$ cat src/rtl/fpa_pkg.sv
// ----------------------------------------------------------------------------
// fpa_pkg: shared types and constants
// Fixed-point format, opcodes and the job and stage records that are used
// by the front, the queue and the back of the fixed-point ALU.
// ----------------------------------------------------------------------------
`default_nettype none

package fpa_pkg;

    localparam int FRACTION_BITS = 8;
    localparam int DATA_W        = 32;
    localparam int DIV_W         = DATA_W + FRACTION_BITS;
    localparam int QDEPTH        = 4;
    localparam int QPTR_W        = $clog2(QDEPTH);
    localparam int NSTG          = DIV_W + 2;

    typedef enum logic [3:0] {
        F_ADD      = 4'd0,
        F_SUB      = 4'd1,
        F_MUL      = 4'd2,
        F_DIV      = 4'd3,
        F_GT       = 4'd4,
        F_LT       = 4'd5,
        F_GE       = 4'd6,
        F_LE       = 4'd7,
        F_EQ       = 4'd8,
        F_NE       = 4'd9,
        F_MIN      = 4'd10,
        F_MAX      = 4'd11,
        F_INC      = 4'd12,
        F_DEC      = 4'd13,
        F_FROM_INT = 4'd14,
        F_TO_INT   = 4'd15
    } t_func;

    typedef enum logic [1:0] {
        K_SIMPLE = 2'd0,
        K_MUL    = 2'd1,
        K_DIV    = 2'd2
    } t_kind;

    // One classified item. For a multiply opa/opb are the signed operands,
    // for a divide they are the magnitudes of dividend and divisor.
    typedef struct packed {
        t_kind              kind;
        logic [DATA_W-1:0]  value;
        logic               cmp;
        logic               dz;
        logic               neg;
        logic [DATA_W-1:0]  opa;
        logic [DATA_W-1:0]  opb;
    } t_job;

    typedef struct packed {
        t_kind              kind;
        logic [DATA_W-1:0]  value;
        logic               cmp;
        logic               dz;
        logic               neg;
        logic [DATA_W-1:0]  rem;
        logic [DIV_W-1:0]   dq;
        logic [DATA_W-1:0]  mb;
    } t_stg;

endpackage

`default_nettype wire

$ cat src/rtl/fpa_queue.sv
// ----------------------------------------------------------------------------
// fpa_queue: job queue
// Short first-in first-out buffer between the front and the back end.
// ----------------------------------------------------------------------------
`default_nettype none

module fpa_queue
    import fpa_pkg::*;
(
    input  wire logic   i_clk,
    input  wire logic   i_rst_n,
    input  wire logic   i_push,
    input  t_job        i_job,
    input  wire logic   i_pop,
    output logic        o_full,
    output logic        o_empty,
    output t_job        o_job
);

    t_job               r_mem [QDEPTH];
    logic [QPTR_W-1:0]  r_wptr;
    logic [QPTR_W-1:0]  r_rptr;
    logic [QPTR_W:0]    r_cnt;

    assign o_full  = (r_cnt == (QPTR_W+1)'(QDEPTH));
    assign o_empty = (r_cnt == '0);
    assign o_job   = r_mem[r_rptr];

    always_ff @(posedge i_clk) begin
        if (!i_rst_n) begin
            r_wptr <= '0;
            r_rptr <= '0;
            r_cnt  <= '0;
        end else begin
            if (i_push) begin
                r_wptr <= r_wptr + 1'b1;
            end
            if (i_pop) begin
                r_rptr <= r_rptr + 1'b1;
            end
            if (i_push && !i_pop) begin
                r_cnt <= r_cnt + 1'b1;
            end else if (!i_push && i_pop) begin
                r_cnt <= r_cnt - 1'b1;
            end
        end
    end

    always_ff @(posedge i_clk) begin
        if (i_push) begin
            r_mem[r_wptr] <= i_job;
        end
    end

endmodule

`default_nettype wire

$ cat config.mk
export PLATFORM = sky130hd
export DESIGN_NAME = fpa_queue
export DESIGN_NICKNAME = d
export VERILOG_FILES = /design/src/rtl/fpa_pkg.sv /design/src/rtl/fpa_queue.sv
export SDC_FILE = /design/constraint.sdc
export NUM_CORES = 1
export LEC_CHECK = 0
export ABC_AREA = 1
export BUFFER_PORTS_ARGS = -buffer_cell sky130_fd_sc_hd__clkbuf_2
export CAP_MARGIN = 10
export CORE_ASPECT_RATIO = 0.6
export CORE_MARGIN = 2
export CORE_UTILIZATION = 39
export DETAILED_ROUTE_END_ITERATION = 10
export SYNTH_ARGS = -nofsm -noshare
export SYNTH_HDL_FRONTEND = slang
export SYNTH_SLANG_ARGS = --single-unit
$ cat constraint.sdc
create_clock -name i_clk -period 6.1 [get_ports i_clk]
set_clock_uncertainty 0.05 [all_clocks]
set_input_delay 0.305 -clock i_clk [delete_from_list [all_inputs] [get_ports i_clk]]
set_output_delay 0.305 -clock i_clk [all_outputs]
set_load 0.02 [all_outputs]
==> results.tsv <==
stage	metric	value	unit
die	num rows	57	
clocking	number of CTS-inserted buffers	40	
die	die height	161.9	um
worst_hold_path	beginning of the worst hold path	i_push	
worst_setup_path	Reg2Reg Launch Point	r_wptr[0]	
power	Combinational Power Share	11.5	%
detailed_routing	Total Wirelength	35140	um
final_layout	number of fill cells	3483	
die	Initial Util	39.81	%
power	Peak VDD IR	0.2415	mV
clocking	Clock Tree Buf Depth	3	
synth	Net Count, Synth	1146	
power	Sw Share	24.76	%
power	Switching Power	0.001569	W
clocking	Post-CTS Repair Setup Buffers	0	
synth	cell area after synthesis	16210	sq um
die	Die X-Extent	267.2	um
sta	Tcrit/Tclk final	58.83	%
place	port buffer count	207	
clocking	CTS resizes	0	
final_layout	commonest non-fill, non-tap cell in the layout	edfxtp_1	
detailed_routing	Final ANT Viol Nets	0	
clocking	Root Driver	clkbuf_16	
worst_setup_path	CP arrival	3230	ps
sta	Worst-Margin Slew	1125	ps
final_layout	fin util	48.52	%
place	Final Wtd Congestion	0.7228	
final_layout	Final Net Count	1441	
worst_hold_path	Hold Path Class	in -> reg	
worst_setup_path	Reg2Reg Depth	5	
sta	RSZ-0062 raised after global routing	no	
power	register share of total power	52.0	%
sta	final hold violation count	0	
global_routing	vias in the first global route	9700	
synth	Distinct cells, synth	22	
synth	Synth Instances	1035	
clocking	hold_buf cts	102	
worst_setup_path	r2r setup slk	3560	ps
power	PD cells	320.7	nW/um^2
die	core footprint	40720	sq um
detailed_routing	DRC errors left	0	
global_routing	wire length of the first global-routing pass	54700	um
worst_hold_path	WHS Endpoint	r_wptr[1]	
final_layout	most frequent cells in the layout	edfxtp_1, clkbuf_2, nor2_1	
worst_setup_path	crit-path cells	buf_4, o21ai_0, o22ai_2, clkbuf_2	
sta	Final TNS setup	0	ps
worst_setup_path	worst endpoint required time	5740	ps
worst_hold_path	hold path cells	3	
worst_setup_path	critical path buffer and inverter count	2	
synth	Seq cells post-synth	413	
die	Die ar.	43270	sq um
global_routing	antenna violations before repair	1	
global_routing	GRT Util Overall	16.27	%
power	Int Pwr	0.004768	W
sta	final number of setup-violating endpoints	0	
final_layout	share of layout cells above drive strength 1	32.38	%
sta	Max Clk Rate	278.7	MHz
worst_setup_path	crit path max fanout	84	
global_routing	grt total ovfl	0	
clocking	clk_lat worst skew	540	ps
worst_setup_path	Max stage delay on crit path	880	ps
final_layout	Syn-to-layout area delta	21.90	%
die	io pins	208	
worst_setup_path	Setup crit start kind	flop	
worst_setup_path	crit path kind	reg -> out	
detailed_routing	DR pass1 iterations	5	
clocking	CTS tree	done	
power	clock share of power	36.5	%
worst_setup_path	critical path's top delay family	buffers and inverters	
detailed_routing	DRT iter0 DRCs	741	
global_routing	pin count of the biggest net entering global routing	109	
detailed_routing	via count	9465	
sta	Slew HR	24.99	%
worst_setup_path	Worst setup EP type	primary output	
sta	Period minus WS final	3588	ps
synth	Ys Warns	0	
worst_setup_path	Max stage delay cell, worst path	buf_4	
worst_setup_path	worst r2r dst	r_mem[2][39]	
run	max-cap violations	0	
place	hpwl dp	19110	um
synth	syn avg cell area	15.66	sq um
power	Pleak	6.901	nW
synth	post-synthesis sequential area ratio	75.95	%
detailed_routing	Vias/cell	4.922	
detailed_routing	post-detailed-route wirelength per cell	18.27	um
run_status	status	completed	
clocking	clk sinks	413	
sta	max-slew violations	0	
clocking	H-tree depth	2	
clocking	Reg clk slew, reported paths	60	ps
## sequential cells by signal, indices dropped and copies added (netlist names), named ones only
signal,count
r_wptr,2
r_cnt,3
r_mem,404
r_rptr,2
## Yosys cell counts
master      n  share of area [%]
edfxtp_1  404                 75
inv_2       2              0.046
a21oi_1     4               0.12
buf_12      9                1.1
nand3_1     1              0.031
nor2_1    127                2.9
inv_1      15               0.35
fa_1        1               0.12
clkbuf_1   12               0.28
ha_1        5               0.39
nor2_2     80                3.1
buf_6      11               0.76
o22ai_1    21               0.81
nand2_1     9               0.21
o22ai_2    80                6.2
buf_4       3               0.14
nand4_1     1              0.039
buf_2      31               0.96
nor3_1      2              0.062
o21ai_1    82                2.5
dfxtp_1     9                1.1
o21ai_0   126                3.9
## worst max path at each step
stage	end	cells after the start	start	slack (ps)
floorplan	r_mem[2][0]	4	r_wptr[0]	3060
global placement	o_job[62]	4	flop	3110
detailed placement	o_job[62]	4	flop	3090
CTS	o_job[62]	4	flop	2500
global route	o_job[40]	4	flop	2310
finish	o_job[62]	4	flop	2510
## layer usage
| layer | track usage [%] | up-vias | wire length (um) |
|---|---|---|---|
| met1 | 22.38 | 4690 | 16020 |
| met2 | 26.21 | 215 | 16460 |
| met3 | 4.078 | 49 | 2099 |
| met5 | 0 | - | 0 |
| li1 | - | 4511 | - |
| met4 | 3.601 | 0 | 554 |
## stage by stage
stage	cell area [sq um]	instances	hold slack [ps]	power (W)	worst slack [ps]
2_1_floorplan	16210	1035	353.9	0.003815	3057
3_3_place_gp	17530	1746	369.3	0.004035	3110
3_5_place_dp	17530	1746	371.4	0.004042	3090
4_1_cts	19760	1922	34.87	0.006420	2502
5_1_grt	19760	1923	74.90	0.006598	2310
6_report	19760	1923	62.76	0.006336	2512
## cell type report
class	count	area, sq um	area share, %
timing repair buffer	319	2145	10.85
multi-input combinational	539	3308	16.74
clock inverter	29	163.9	0.8295
antenna	1	2.502	0.01266
tap	560	700.7	3.546
inverter	17	80.08	0.4052
clock buffer	45	1041	5.268
sequential	413	12320	62.34
## cell families (layout without fill, tap and decap cells)
group | Yosys count | after routing | share of synthesized area, %
and+or+nand+nor | 220 | 220 | 6.368
other | 0 | 1 | 0
AOI/OAI and AO/OA | 313 | 313 | 13.53
adders and majority gates | 6 | 6 | 0.5094
DFF | 413 | 413 | 75.95
buffers and inverters | 83 | 410 | 3.643
## power groups by stage
stage,Sequential (W),Combinational [W],Clock [W]
3_5_place_dp,0.00336,0.000686,0
6_report,0.00329,0.000728,0.00231
3_3_place_gp,0.00335,0.000681,0
5_1_grt,0.00330,0.000796,0.00250
2_1_floorplan,0.00334,0.000474,0
4_1_cts,0.00330,0.000741,0.00238
## worst min-delay path: cells and delay by family
kind | cells | cell delay, ps
buf+inv | 2 | 240
compound gates | 1 | 70
(Power assumes the default switching activity.)
