$ cat config.mk
export PLATFORM = sky130hd
export DESIGN_NAME = fpa_front_flat
export DESIGN_NICKNAME = d
export VERILOG_FILES = /design/src/rtl/fpa_pkg.sv /design/src/rtl/fpa_if.sv /design/src/rtl/fpa_front.sv /design/src/flat_wrapper.sv
export SDC_FILE = /design/constraint.sdc
export NUM_CORES = 1
export LEC_CHECK = 0
export BUFFER_PORTS_ARGS = -buffer_cell sky130_fd_sc_hd__buf_4
export CAP_MARGIN = 5
export CORE_MARGIN = 1
export CORE_UTILIZATION = 36
export CTS_CLUSTER_SIZE = 16
export DETAILED_ROUTE_END_ITERATION = 12
export HOLD_SLACK_MARGIN = 0.1
export PLACE_DENSITY = 0.57
export SYNTH_ARGS = -nofsm -noshare
export SYNTH_HDL_FRONTEND = slang
export SYNTH_SLANG_ARGS = --single-unit
$ cat constraint.sdc
create_clock -name i_clk -period 4.8 [get_ports i_clk]
set_input_delay 1.44 -clock i_clk [delete_from_list [all_inputs] [get_ports i_clk]]
set_output_delay 1.44 -clock i_clk [all_outputs]
set_load 0.01 [all_outputs]
$ cat src/rtl/fpa_pkg.sv
// ----------------------------------------------------------------------------
// fpa_pkg: shared types and constants
// Fixed-point format, opcodes and the job and stage records that are used
// by the front, the queue and the back of the fixed-point ALU.
// ----------------------------------------------------------------------------
`default_nettype none

package fpa_pkg;

    localparam int FRACTION_BITS = 8;
    localparam int DATA_W        = 32;
    localparam int DIV_W         = DATA_W + FRACTION_BITS;
    localparam int QDEPTH        = 4;
    localparam int QPTR_W        = $clog2(QDEPTH);
    localparam int NSTG          = DIV_W + 2;

    typedef enum logic [3:0] {
        F_ADD      = 4'd0,
        F_SUB      = 4'd1,
        F_MUL      = 4'd2,
        F_DIV      = 4'd3,
        F_GT       = 4'd4,
        F_LT       = 4'd5,
        F_GE       = 4'd6,
        F_LE       = 4'd7,
        F_EQ       = 4'd8,
        F_NE       = 4'd9,
        F_MIN      = 4'd10,
        F_MAX      = 4'd11,
        F_INC      = 4'd12,
        F_DEC      = 4'd13,
        F_FROM_INT = 4'd14,
        F_TO_INT   = 4'd15
    } t_func;

    typedef enum logic [1:0] {
        K_SIMPLE = 2'd0,
        K_MUL    = 2'd1,
        K_DIV    = 2'd2
    } t_kind;

    // One classified item. For a multiply opa/opb are the signed operands,
    // for a divide they are the magnitudes of dividend and divisor.
    typedef struct packed {
        t_kind              kind;
        logic [DATA_W-1:0]  value;
        logic               cmp;
        logic               dz;
        logic               neg;
        logic [DATA_W-1:0]  opa;
        logic [DATA_W-1:0]  opb;
    } t_job;

    typedef struct packed {
        t_kind              kind;
        logic [DATA_W-1:0]  value;
        logic               cmp;
        logic               dz;
        logic               neg;
        logic [DATA_W-1:0]  rem;
        logic [DIV_W-1:0]   dq;
        logic [DATA_W-1:0]  mb;
    } t_stg;

endpackage

`default_nettype wire

$ cat src/rtl/fpa_if.sv
// ----------------------------------------------------------------------------
// fpa_if: channel interfaces
// Request and response channels with valid/ready handshake.
// ----------------------------------------------------------------------------
`default_nettype none

interface fpa_req_if;
    logic        valid;
    logic        ready;
    logic [3:0]  func;
    logic signed [31:0] operand_a;
    logic signed [31:0] operand_b;

    modport source (output valid, func, operand_a, operand_b, input ready);
    modport sink   (input valid, func, operand_a, operand_b, output ready);
endinterface


`default_nettype wire

$ cat src/rtl/fpa_front.sv
// ----------------------------------------------------------------------------
// fpa_front: request decode
// Accepts request beats, works out the simple operations and prepares
// multiply and divide jobs for the back end.
// ----------------------------------------------------------------------------
`default_nettype none

module fpa_front
    import fpa_pkg::*;
(
    input  wire logic   i_clk,
    input  wire logic   i_rst_n,
    fpa_req_if.sink     i_req,
    input  wire logic   i_q_full,
    output logic        o_push,
    output t_job        o_job
);

    logic  r_vld;
    t_job  r_job;
    t_job  n_job;
    logic  take;
    logic  signed [DATA_W-1:0] a;
    logic  signed [DATA_W-1:0] b;
    logic  lt_ab;
    logic  lt_ba;

    assign o_push      = r_vld && !i_q_full;
    assign i_req.ready = !r_vld || !i_q_full;
    assign take        = i_req.valid && i_req.ready;
    assign o_job       = r_job;

    assign a     = i_req.operand_a;
    assign b     = i_req.operand_b;
    assign lt_ab = a < b;
    assign lt_ba = b < a;

    always_comb begin
        n_job       = '0;
        n_job.kind  = K_SIMPLE;
        n_job.opa   = a;
        n_job.opb   = b;
        case (i_req.func)
            F_ADD:      n_job.value = a + b;
            F_SUB:      n_job.value = a - b;
            F_MUL:      n_job.kind  = K_MUL;
            F_DIV: begin
                n_job.kind = K_DIV;
                n_job.dz   = (b == '0);
                n_job.neg  = a[DATA_W-1] ^ b[DATA_W-1];
                n_job.opa  = a[DATA_W-1] ? (~a + 1'b1) : a;
                n_job.opb  = b[DATA_W-1] ? (~b + 1'b1) : b;
            end
            F_GT:       n_job.cmp   = lt_ba;
            F_LT:       n_job.cmp   = lt_ab;
            F_GE:       n_job.cmp   = !lt_ab;
            F_LE:       n_job.cmp   = !lt_ba;
            F_EQ:       n_job.cmp   = (a == b);
            F_NE:       n_job.cmp   = (a != b);
            F_MIN:      n_job.value = lt_ab ? a : b;
            F_MAX:      n_job.value = lt_ba ? a : b;
            F_INC:      n_job.value = a + 1'b1;
            F_DEC:      n_job.value = a - 1'b1;
            F_FROM_INT: n_job.value = a << FRACTION_BITS;
            F_TO_INT:   n_job.value = a >>> FRACTION_BITS;
            default:    n_job.value = '0;
        endcase
    end

    always_ff @(posedge i_clk) begin
        if (!i_rst_n) begin
            r_vld <= 1'b0;
        end else if (take) begin
            r_vld <= 1'b1;
        end else if (o_push) begin
            r_vld <= 1'b0;
        end
    end

    always_ff @(posedge i_clk) begin
        if (take) begin
            r_job <= n_job;
        end
    end

endmodule

`default_nettype wire

$ cat src/flat_wrapper.sv
// flat-port wrapper written by rule: the top's interface ports become plain ports
module fpa_front_flat import fpa_pkg::*;
  (i_clk, i_rst_n, i_q_full, o_push, o_job, i_req_valid, i_req_func, i_req_operand_a, i_req_operand_b, i_req_ready);
  fpa_req_if i_req_i ();
  input  wire logic i_clk;
  input  wire logic i_rst_n;
  input  wire logic i_q_full;
  output logic o_push;
  output t_job o_job;
  input wire logic [$bits(i_req_i.valid)-1:0] i_req_valid;
  input wire logic [$bits(i_req_i.func)-1:0] i_req_func;
  input wire logic [$bits(i_req_i.operand_a)-1:0] i_req_operand_a;
  input wire logic [$bits(i_req_i.operand_b)-1:0] i_req_operand_b;
  output wire logic [$bits(i_req_i.ready)-1:0] i_req_ready;
  assign i_req_i.valid = i_req_valid;
  assign i_req_i.func = i_req_func;
  assign i_req_i.operand_a = i_req_operand_a;
  assign i_req_i.operand_b = i_req_operand_b;
  assign i_req_ready = i_req_i.ready;
  fpa_front u_core (.i_clk(i_clk), .i_rst_n(i_rst_n), .i_req(i_req_i), .i_q_full(i_q_full), .o_push(o_push), .o_job(o_job));
endmodule
==> flow_results.xml <==
<?xml version="1.0" encoding="UTF-8"?>
<metrics>
  <group name="run_status">
    <metric name="status" unit="">completed</metric>
  </group>
  <group name="worst_setup_path">
    <metric name="r2r_setup_slk" unit="ns">3.07</metric>
    <metric name="crit_type" unit="">in2reg</metric>
    <metric name="worstSetupStartpointType" unit="">primary input</metric>
    <metric name="timing.critical_path.arrival" unit="ns">4.65</metric>
    <metric name="worst-r2r-cell-count" unit="">3</metric>
    <metric name="timing.critical_path.required" unit="ns">4.90</metric>
    <metric name="critPathMaxFanout" unit="">8</metric>
    <metric name="critical_path.endpoint" unit="">u_core.o_job[91]$_DFFE_PP_</metric>
    <metric name="timing.rr.end" unit="">u_core.o_job[15]$_DFFE_PP_</metric>
    <metric name="crit_path_end_kind" unit="">register</metric>
    <metric name="startpoint" unit="">i_req_operand_b[19]</metric>
    <metric name="startpoint_of_the_lowest_slack_register_to_register_path" unit="">u_core.r_vld$_SDFFE_PN0P_</metric>
  </group>
  <group name="clocking">
    <metric name="cts-htree-levels" unit="">3</metric>
    <metric name="cts.repair.resized" unit="">0</metric>
    <metric name="post-cts-setup-buffers" unit="">0</metric>
    <metric name="cts_inserted_buffers" unit="">9</metric>
    <metric name="cts_num_sinks" unit="">102</metric>
    <metric name="cts.reportedPaths.clkPinSlew" unit="ns">0.08</metric>
    <metric name="cts_hold_buf" unit="">0</metric>
    <metric name="clock_latency" unit="ns">0.37</metric>
    <metric name="clock_path_buffers" unit="">2</metric>
    <metric name="tritoncts_clock_tree" unit="">built</metric>
    <metric name="root_buffer" unit="">sky130_fd_sc_hd__clkbuf_16</metric>
  </group>
  <group name="timing">
    <metric name="hold_slack_final" unit="ns">0.536</metric>
    <metric name="setup_tns" unit="ns">0</metric>
    <metric name="fmaxAchievable" unit="GHz">0.220</metric>
    <metric name="slew_viol_final" unit="">0</metric>
    <metric name="rsz_0062_raised_after_global_routing" unit="">false</metric>
    <metric name="period_minus_slack" unit="ns">4.54</metric>
    <metric name="hold_viol_final" unit="">0</metric>
    <metric name="max_slew.worst_pin.slew" unit="ns">0.710</metric>
    <metric name="fin_worst_skew" unit="ns">0.00726</metric>
    <metric name="timing.max_slew.rel_slack" unit="">0.522</metric>
    <metric name="min_period_over_period" unit="">0.947</metric>
    <metric name="final-setup-viol-count" unit="">0</metric>
  </group>
  <group name="finish">
    <metric name="fillCellCount" unit="">3061</metric>
    <metric name="drive_above_1_share" unit="">0.231</metric>
    <metric name="fin_cells" unit="">1976</metric>
    <metric name="nets" unit="">1721</metric>
    <metric name="sequential_cell_area" unit="sq um">3050</metric>
    <metric name="multi_input_area" unit="sq um">7350</metric>
    <metric name="n_antenna_cell" unit="">0</metric>
    <metric name="layout_overhead_on_the_synthesized_area" unit="%">24.9</metric>
    <metric name="final_design_area_no_fill" unit="sq um">13900</metric>
  </group>
  <group name="synthesis">
    <metric name="compound_cell_area_share_of_the_yosys_netlist" unit="">0.256</metric>
    <metric name="synthMuxAreaShare" unit="">0.0201</metric>
    <metric name="synth_nets" unit="">1497</metric>
    <metric name="ys_types" unit="">89</metric>
    <metric name="largest_family_of_logic_cells_by_synthesized_area" unit="">compound AO/OA/AOI/OAI gates</metric>
    <metric name="postSynth.topFlopCell" unit="">sky130_fd_sc_hd__edfxtp_1</metric>
    <metric name="ys_seq_area_frac" unit="">0.275</metric>
    <metric name="post_synthesis_xor_xnor_area_fraction" unit="">0.0940</metric>
    <metric name="simple_gate_area_share_of_the_yosys_netlist" unit="">0.214</metric>
    <metric name="yosysWarningCount" unit="">0</metric>
    <metric name="synthesized_area_per_cell" unit="sq um">8.17</metric>
    <metric name="synthesis.area" unit="sq um">11100</metric>
    <metric name="synthAdderAreaFrac" unit="">0.0781</metric>
    <metric name="synth-async-reset-ratio" unit="">0</metric>
    <metric name="syn-instance-count" unit="">1357</metric>
    <metric name="synth_enable_flop_cells" unit="">101</metric>
    <metric name="ys_ff_latch" unit="">102</metric>
  </group>
  <group name="power">
    <metric name="sequentialPowerShare" unit="">0.351</metric>
    <metric name="pwr_density_cell" unit="nW/um^2">225</metric>
    <metric name="part_of_the_total_power_dissipated_in_combinational_logic" unit="">0.394</metric>
    <metric name="peakVddDrop" unit="mV">0.174</metric>
    <metric name="power.share.clock" unit="">0.255</metric>
    <metric name="leakage" unit="uW">0.00557</metric>
    <metric name="intPower" unit="uW">1930</metric>
    <metric name="p_total" unit="uW">3120</metric>
    <metric name="net-switching-power" unit="uW">1190</metric>
    <metric name="switching_share" unit="">0.382</metric>
  </group>
  <group name="placement">
    <metric name="place.port_buffers" unit="">174</metric>
    <metric name="dp.cells" unit="">1960</metric>
    <metric name="gp_congestion" unit="">0.941</metric>
    <metric name="placed_area" unit="sq um">13600</metric>
    <metric name="dp_hpwl" unit="mm">37.9</metric>
  </group>
  <group name="die">
    <metric name="fp.coreArea" unit="sq um">30000</metric>
    <metric name="initial_core_util" unit="">0.370</metric>
    <metric name="num_io_pins" unit="">175</metric>
    <metric name="fp.dieW" unit="um">178</metric>
    <metric name="die_h" unit="um">178</metric>
    <metric name="full_die_area" unit="sq um">31500</metric>
    <metric name="floorplan.rows" unit="">63</metric>
  </group>
  <group name="drt">
    <metric name="dr_total_vias" unit="">12200</metric>
    <metric name="drt-initial-drc-count" unit="">1929</metric>
    <metric name="ant_nets" unit="">0</metric>
    <metric name="drt_pre_antenna_iters" unit="">6</metric>
    <metric name="wl_cell" unit="um">24.8</metric>
    <metric name="routed_via_density" unit="">6.17</metric>
    <metric name="wl" unit="mm">49.1</metric>
    <metric name="drcViolationCount" unit="">0</metric>
  </group>
  <group name="grt">
    <metric name="grt.overflow.total" unit="">0</metric>
    <metric name="track_usage" unit="">0.307</metric>
    <metric name="grt_start_max_net_pins" unit="">59</metric>
    <metric name="grt_antenna_before_repair" unit="">0</metric>
    <metric name="via_count_of_the_first_global_routing_pass" unit="">11300</metric>
    <metric name="first_pass_grt_wire_length" unit="mm">72.2</metric>
  </group>
  <group name="worst_hold_path">
    <metric name="holdCritPathClass" unit="">reg2reg</metric>
  </group>
  <group name="job">
    <metric name="cap_viol_max_count" unit="">0</metric>
  </group>
</metrics>
Yosys cell counts, types with 16 or more instances:
master	n	area [sq um]
sky130_fd_sc_hd__nor2_1	126	473
sky130_fd_sc_hd__clkbuf_1	75	282
sky130_fd_sc_hd__a21oi_1	87	435
sky130_fd_sc_hd__o31ai_1	16	120
sky130_fd_sc_hd__nand3_1	38	190
sky130_fd_sc_hd__edfxtp_1	101	3030
sky130_fd_sc_hd__nand4_1	27	169
sky130_fd_sc_hd__or4_1	19	143
sky130_fd_sc_hd__o21ai_0	73	365
sky130_fd_sc_hd__nor2b_1	17	106
sky130_fd_sc_hd__inv_1	67	251
sky130_fd_sc_hd__nor4_1	28	175
sky130_fd_sc_hd__a31oi_1	22	138
sky130_fd_sc_hd__a22oi_1	19	143
sky130_fd_sc_hd__xnor2_1	90	788
sky130_fd_sc_hd__nand2_1	100	375
sky130_fd_sc_hd__ha_1	66	826
sky130_fd_sc_hd__nor3_1	39	195
sky130_fd_sc_hd__a221o_1	17	170
sky130_fd_sc_hd__xor2_1	29	254
sky130_fd_sc_hd__mux2i_1	20	200
registers in the layout, summed over array words and instances, names as in the netlist:
name	count
u_core.r_vld	1
u_core.o_job	101
layout by cell type, fill, tap and decap left out, drive strengths merged, types with 42 or more instances in the layout:
cell and n:
buf 317, nor2 126, edfxtp 101, nand2 100, xnor2 90, a21oi 89, o21ai 89, inv 71
ha 66, nor3 42
metrics by stage:
step,util,setup WS (ns)
after CTS,0.462,0.307
after global placement,0.453,-0.110
after global routing,0.462,0.0202
after detailed placement,0.453,-0.0868
after floorplan,-,0.0954
final,0.462,0.255
critical path, stage by stage:
cell                       delay, ns
sky130_fd_sc_hd__buf_4          0.12
sky130_fd_sc_hd__inv_1          0.07
sky130_fd_sc_hd__ha_1           0.40
sky130_fd_sc_hd__a21oi_2        0.28
sky130_fd_sc_hd__o21ai_1        0.14
sky130_fd_sc_hd__a221o_1        0.42
sky130_fd_sc_hd__or2_4          0.29
sky130_fd_sc_hd__o21ai_4        0.25
sky130_fd_sc_hd__nor3_2         0.08
sky130_fd_sc_hd__or2_1          0.38
sky130_fd_sc_hd__buf_4          0.23
sky130_fd_sc_hd__a211oi_1       0.40
sky130_fd_sc_hd__nand3_1        0.13
power by group through the flow:
| stage | logic (uW) | clock network [uW] | registers (uW) |
|---|---|---|---|
| 2_1_floorplan | 622 | 0 | 1140 |
| 3_3_place_gp | 1200 | 0 | 1120 |
| 3_5_place_dp | 1200 | 0 | 1110 |
| 4_1_cts | 1200 | 807 | 1100 |
| 5_1_grt | 1310 | 830 | 1100 |
| 6_report | 1230 | 797 | 1090 |
cell type report:
type / instances / area share
Timing Repair Buffer: 317 / 0.174
Tap cell: 390 / 0.0352
Sequential cell: 102 / 0.220
Clock inverter: 7 / 0.00524
Multi-Input combinational cell: 1083 / 0.531
Clock buffer: 9 / 0.0163
Inverter: 68 / 0.0184
metal layers:
layer,global-route usage,part of all wire,up-vias
li1,-,-,5575
met4,0.0719,0.020,0
met1,0.452,0.45,5867
met2,0.476,0.45,689
met5,0,0,-
met3,0.0330,0.080,59
how the worst min path moves through the flow:
stage / cells after the start / startpoint / to / slack (ns)
3_5_place_dp: 2 / u_core.r_vld$_SDFFE_PN0P_ / u_core.r_vld$_SDFFE_PN0P_ / 0.53
2_1_floorplan: 2 / u_core.r_vld$_SDFFE_PN0P_ / u_core.r_vld$_SDFFE_PN0P_ / 0.49
6_report: 2 / u_core.r_vld$_SDFFE_PN0P_ / u_core.r_vld$_SDFFE_PN0P_ / 0.54
3_3_place_gp: 2 / u_core.r_vld$_SDFFE_PN0P_ / u_core.r_vld$_SDFFE_PN0P_ / 0.50
5_1_grt: 2 / u_core.r_vld$_SDFFE_PN0P_ / u_core.r_vld$_SDFFE_PN0P_ / 0.57
4_1_cts: 2 / u_core.r_vld$_SDFFE_PN0P_ / u_core.r_vld$_SDFFE_PN0P_ / 0.54
logic make-up (layout without fill, tap and decap cells):
family / count (synthesis) / after routing
simple gates: 467 / 467
compound gates: 407 / 407
buf+inv: 172 / 401
xor+xnor: 119 / 119
flops: 102 / 102
fa+ha+maj: 68 / 68
mux: 22 / 22
(Power assumes the default switching activity.)
